## src/rtl/sdpf_pkg.sv

```systemverilog
// ----------------------------------------------------------------------------
// sdpf_pkg
// Widths, codes and shared types of the segment distance phase-field block.
// ----------------------------------------------------------------------------
`timescale 1ns / 1ps

package sdpf_pkg;

    // Fixed-point format of coordinates, distances and the field value.
    localparam int FRAC_BITS = 16;
    localparam int COORD_W   = 32;
    localparam int MAG_W     = 32;
    localparam int PROD_W    = 2 * MAG_W;
    localparam int SQ_W      = PROD_W + 2;
    localparam int DIST_W    = 32;
    localparam int WIDTH_W   = 31;
    localparam int FIELD_W   = 17;
    localparam int QUOT_W    = FRAC_BITS + 1;
    localparam int DEN_W     = 2 * WIDTH_W + 2;
    localparam int S_W       = DIST_W + 2;
    localparam int CFG_IDX_W = 3;

    // Configuration register indexes.
    typedef enum logic [CFG_IDX_W-1:0] {
        CFG_TOP_X,
        CFG_TOP_Y,
        CFG_TOP_Z,
        CFG_BOTTOM_X,
        CFG_BOTTOM_Y,
        CFG_BOTTOM_Z,
        CFG_WELL_RADIUS,
        CFG_TRANSITION_WIDTH
    } cfg_index_t;

    // Which squared distance the item ends up with.
    typedef enum logic [1:0] {
        BR_END_A,
        BR_END_B,
        BR_PERP
    } branch_t;

    // Which form the field value takes.
    typedef enum logic [1:0] {
        FV_ONE,
        FV_ZERO,
        FV_BAND
    } fv_sel_t;

    typedef struct packed {
        logic [2:0][COORD_W-1:0] top;
        logic [2:0][COORD_W-1:0] bottom;
        logic [COORD_W-1:0]      radius;
        logic [WIDTH_W-1:0]      width;
    } cfg_t;

    typedef struct packed {
        branch_t         br;
        logic [SQ_W-1:0] dot;
        logic [SQ_W-1:0] sq_e;
        logic [SQ_W-1:0] sq_a;
        logic [SQ_W-1:0] sq_b;
    } proj_t;

    typedef struct packed {
        logic [FIELD_W-1:0] field_value;
        logic [DIST_W-1:0]  segment_distance;
    } res_t;

endpackage

```

## src/rtl/sdpf_sqrt.sv

```systemverilog
// ----------------------------------------------------------------------------
// sdpf_sqrt
// Pipelined integer square root, one result bit a stage, saturating at 32 bits.
// ----------------------------------------------------------------------------
`timescale 1ns / 1ps

module sdpf_sqrt import sdpf_pkg::*; (
    input  logic              aclk,
    input  logic              aresetn,
    input  logic              en,
    input  logic              in_valid,
    input  logic [SQ_W-1:0]   in_d2,
    output logic              out_valid,
    output logic [DIST_W-1:0] out_dist
);

    localparam int N    = DIST_W;
    localparam int RAD_W = 2 * DIST_W;

    logic [N-1:0]       vld_reg;
    logic [RAD_W-1:0]   rem_reg [N];
    logic [DIST_W-1:0]  res_reg [N];
    logic               sat_reg [N];
    logic [RAD_W-1:0]   rem_next [N];
    logic [DIST_W-1:0]  res_next [N];
    logic               sat_next [N];

    // Stage k decides root bit N-1-k against the remainder x - root^2.
    always_comb begin
        logic [RAD_W-1:0]  src_rem, t;
        logic [DIST_W-1:0] src_res;
        logic              src_sat;
        for (int k = 0; k < N; k++) begin
            if (k == 0) begin
                src_rem = in_d2[RAD_W-1:0];
                src_res = '0;
                src_sat = |in_d2[SQ_W-1:RAD_W];
            end else begin
                src_rem = rem_reg[k-1];
                src_res = res_reg[k-1];
                src_sat = sat_reg[k-1];
            end
            t = (RAD_W'(src_res) << (N - k)) + (RAD_W'(1) << (2 * (N - 1 - k)));
            if (src_rem >= t) begin
                rem_next[k] = src_rem - t;
                res_next[k] = src_res | (DIST_W'(1) << (N - 1 - k));
            end else begin
                rem_next[k] = src_rem;
                res_next[k] = src_res;
            end
            sat_next[k] = src_sat;
        end
    end

    always_ff @(posedge aclk) begin
        if (!aresetn) begin
            vld_reg <= '0;
        end else if (en) begin
            vld_reg <= {vld_reg[N-2:0], in_valid};
        end
    end

    always_ff @(posedge aclk) begin
        if (en) begin
            for (int k = 0; k < N; k++) begin
                rem_reg[k] <= rem_next[k];
                res_reg[k] <= res_next[k];
                sat_reg[k] <= sat_next[k];
            end
        end
    end

    // A squared distance of 2^64 or more reports the largest distance.
    assign out_valid = vld_reg[N-1];
    assign out_dist  = sat_reg[N-1] ? {DIST_W{1'b1}} : res_reg[N-1];

endmodule

```

## config.mk

```make
export PLATFORM = sky130hd
export DESIGN_NAME = sdpf_sqrt
export DESIGN_NICKNAME = d
export VERILOG_FILES = /design/src/rtl/sdpf_pkg.sv /design/src/rtl/sdpf_sqrt.sv
export SDC_FILE = /design/constraint.sdc
export NUM_CORES = 2
export LEC_CHECK = 0
export BUFFER_PORTS_ARGS = -buffer_cell sky130_fd_sc_hd__buf_4
export CAP_MARGIN = 5
export CORE_ASPECT_RATIO = 1.5
export CORE_MARGIN = 5
export CORE_UTILIZATION = 62
export CTS_CLUSTER_SIZE = 25
export DETAILED_ROUTE_END_ITERATION = 10
export GPL_TIMING_DRIVEN = 0
export PLACE_DENSITY = 0.78
export SLEW_MARGIN = 10
export SYNTH_ARGS = -nofsm -noshare
export SYNTH_HDL_FRONTEND = slang
export SYNTH_SLANG_ARGS = --single-unit
```

## constraint.sdc

```tcl
create_clock -name aclk -period 8.6 [get_ports aclk]
set_input_delay 0 -clock aclk [delete_from_list [all_inputs] [get_ports aclk]]
set_output_delay 0 -clock aclk [all_outputs]
set_load 0.01 [all_outputs]
```

==> summary.md <==
| Metric | Value |
|---|---|
| Max Cap Viol | 0 |
| Layout cells sized above 1 | 0.0660 |
| CTS tree | done |
| Seq cells post-synth | 2,576 |
| Top sig layer | met5 |
| Pwr dens | 264 nW/um^2 |
| Hold Path Class | in -> reg |
| Outcome | completed |
| VDD IR max | 0.319 mV |
| Core area | 198,000 sq um |
| Worst Max-Slew Pin Slew | 1360 ps |
| Metal3 WL | 18.4 mm |
| Via/cell ratio | 6.32 |
| Post-CTS Setup Inserts | 0 |
| CTS Buf Count | 235 |
| Mapped Area | 123,000 sq um |
| Root Driver | clkbuf_16 |
| Area Growth Syn to Fin | 11.2% |
| Max-slew violation count | 0 |
| Vias in the first global route | 82,500 |
| Mapped Cells | 9,832 |
| Critical path class | reg -> reg |
| Yosys warns | 0 |
| Min Tclk post-route | 5260 ps |
| ANT nets after route | 0 |
| RR Startpoint | rem_reg[1][524]$_DFFE_PP_ |
| Skew-Pair Late Insertion Delay | 930 ps |
| Final core utilization | 0.692 |
| Nets@finish | 11,000 |
| Unrepaired setup endpoints after global routing | no |
| Critical path arrival | 5770 ps |
| R2R Path End | rem_reg[1][590]$_DFFE_PP_ |
| Hold Path Depth | 2 |
| Fmax | 190 MHz |
| Dominant synthesized flop cell | edfxtp_1 |
| Register area | 77,000 sq um |
| R2r worst-path depth | 11 |
| Vias | 83,100 |
| DIE AREA | 208,000 sq um |
| Final Skew | 114 ps |
| Synth top area share | 0.620 |
| Die Ht | 556 um |
| Fin area | 137,000 sq um |
| Row count | 200 |
| Syn_nets | 10,500 |
| Bufs on Longest Clock Path | 4 |
| CTS-repair resized insts | 0 |
| CP max FO | 10 |
| FF-to-FF setup slack | 3340 ps |
| Filler cells | 13,400 |
| All-Layer GR Usage | 0.330 |
| HPWL after DPL | 258 mm |
| Sequential area share after synthesis | 0.625 |
| CP Data Required Time | 9120 ps |
| Crit end category | register |
| Die X | 374 um |
| Commonest cells in the netlist | edfxtp_1, inv_1, nor2_1 |
| Fin. Hold Viols | 0 |
| GR Overflow Total | 0 |
| Post-synth top area cell | edfxtp_1 |
| Post-synth EDFFs | 2,544 |
| Worst Hold End | rem_reg[0][874]$_DFFE_PP_ |
| RD Place Congestion | 1.02 |
| PnR worst setup slack | 3340 ps |
| WL met2 | 186 mm |
| Avg Cell Area, Syn | 12.5 sq um |
| Drt initial violations | 7,333 |
| WL met1 | 116 mm |
| Netlist cell types | 93 |
| DRC | 0 |
| Final setup viols | 0 |
| Most frequent cell after synthesis | edfxtp_1 |
| Slew HR | 0.0861 |
| Clock transition at path regs | 70 ps |
| DP Area | 128,000 sq um |
| Initial antenna violation count | 13 |
| CP Launch Type | register |
| Worst Hold Slack | 185 ps |
| CTS Hold Bufs | 139 |
| Max reg flops | 1,984 |
| Synth top area cells | edfxtp_1, ha_1, xor2_1 |
| CTS sink cnt | 2,576 |
| LEAKAGE | 50.9 nW |
| Crit share post-route | 0.611 |
| Initial Utilization | 0.623 |
| Ys async rst share | 0 |
| Hold path start | en |
| Router iterations before antenna repair | 7 |
| Setup TNS | 0 ps |
| Area of the multi-input gates | 42,800 sq um |
| IO Pins | 103 |
| Final WL | 351 mm |
| WL/cell | 26.7 um |
| Buffers added on ports | 102 |
| Largest net degree at the start of global routing | 184 |
| H-tree depth | 4 |
| Global-route wire length before repair | 513 mm |
| Post-Place Setup Slack | 3640 ps |
-- cell families after synthesis --
family / after synthesis / synth area share
flip-flops: 2576 / 0.625
XOR/XNOR: 884 / 0.0628
buffers and inverters: 896 / 0.0276
adder cells (fa/ha/maj): 558 / 0.0566
AND/OR/NAND/NOR: 2920 / 0.124
AO/OA/AOI/OAI: 1885 / 0.0942
multiplexers: 113 / 0.00998
-- layout by cell type (no fill, tap or decap), types with 36 or more instances in the layout --
cell           count
dlygate4sd3_1    139
o211ai_1          38
nand2_1          597
edfxtp_1        2544
nand3_1          121
and3_1            42
xor2_1           452
o21bai_1          50
o21a_1           106
clkbuf_1         207
mux2_2            75
nor4_1           330
xnor2_1          432
clkinv_2          46
inv_1            678
clkbuf_16        237
nor4b_1           51
buf_4            104
nor3_1           287
ha_1             558
o31ai_1           46
a31oi_1           52
a211oi_1          56
a21o_1           199
o21ai_0          477
a21oi_1          626
and2_1            36
nand2b_1         109
nor2b_1          111
nand4_1          179
clkinv_1          40
or4_1             71
or2_2             78
nor2_1           648
mux2i_1           37
or3_1            106
-- stage by stage --
| stage | power [mW] | cells |
|---|---|---|
| floorplan | 22.3 | 9832 |
| global placement | 25.7 | 12600 |
| detailed placement | 25.3 | 12600 |
| CTS | 36.1 | 13100 |
| global route | 37.7 | 13100 |
| finish | 36.2 | 13200 |
-- power breakdown --
| part | internal [mW] | switching [mW] |
|---|---|---|
| clock network | 6.04 | 4.75 |
| registers | 15.9 | 1.50 |
| logic | 3.10 | 4.88 |
| total | 25.1 | 11.1 |
-- routing by layer --
metal  vias to the layer above  global-route usage
met3                      1120              0.0388
li1                      37800                   -
met4                         8               0.227
met5                         -                   0
met2                      3545               0.615
met1                     40600               0.344
-- layout make-up --
type | count | area share
timing repair buffer | 256 | 0.0189
antenna | 8 | 0.000146
clock inverter | 163 | 0.0130
buffer | 212 | 0.00611
clock buffer | 268 | 0.0442
tap | 2626 | 0.0240
multi-input combinational | 6360 | 0.313
inverter | 684 | 0.0187
sequential | 2576 | 0.562
-- critical path: stages (launching register included) --
cell       delay, ps
edfxtp_1         580
ha_1             240
or4b_2           630
nor4_1           960
nand4_1          240
o2111ai_1        210
o21ai_2          230
inv_1            180
clkbuf_1         470
buf_2            390
nor2_1            80
a21oi_1          700
-- worst max path at each step --
stage | startpoint | to | slack, ps
final | rem_reg[1][524]$_DFFE_PP_ | rem_reg[1][590]$_DFFE_PP_ | 3340
after global placement | en | res_reg[1][506]$_DFFE_PP_ | -14120
after CTS | rem_reg[1][524]$_DFFE_PP_ | rem_reg[1][590]$_DFFE_PP_ | 3620
after floorplan | rem_reg[1][676]$_DFFE_PP_ | rem_reg[1][762]$_DFFE_PP_ | 5250
after detailed placement | res_reg[1][265]$_DFFE_PP_ | rem_reg[1][590]$_DFFE_PP_ | 3640
after global routing | rem_reg[1][524]$_DFFE_PP_ | rem_reg[1][590]$_DFFE_PP_ | 2980
No activity file was read; power rests on OpenSTA's default activity.
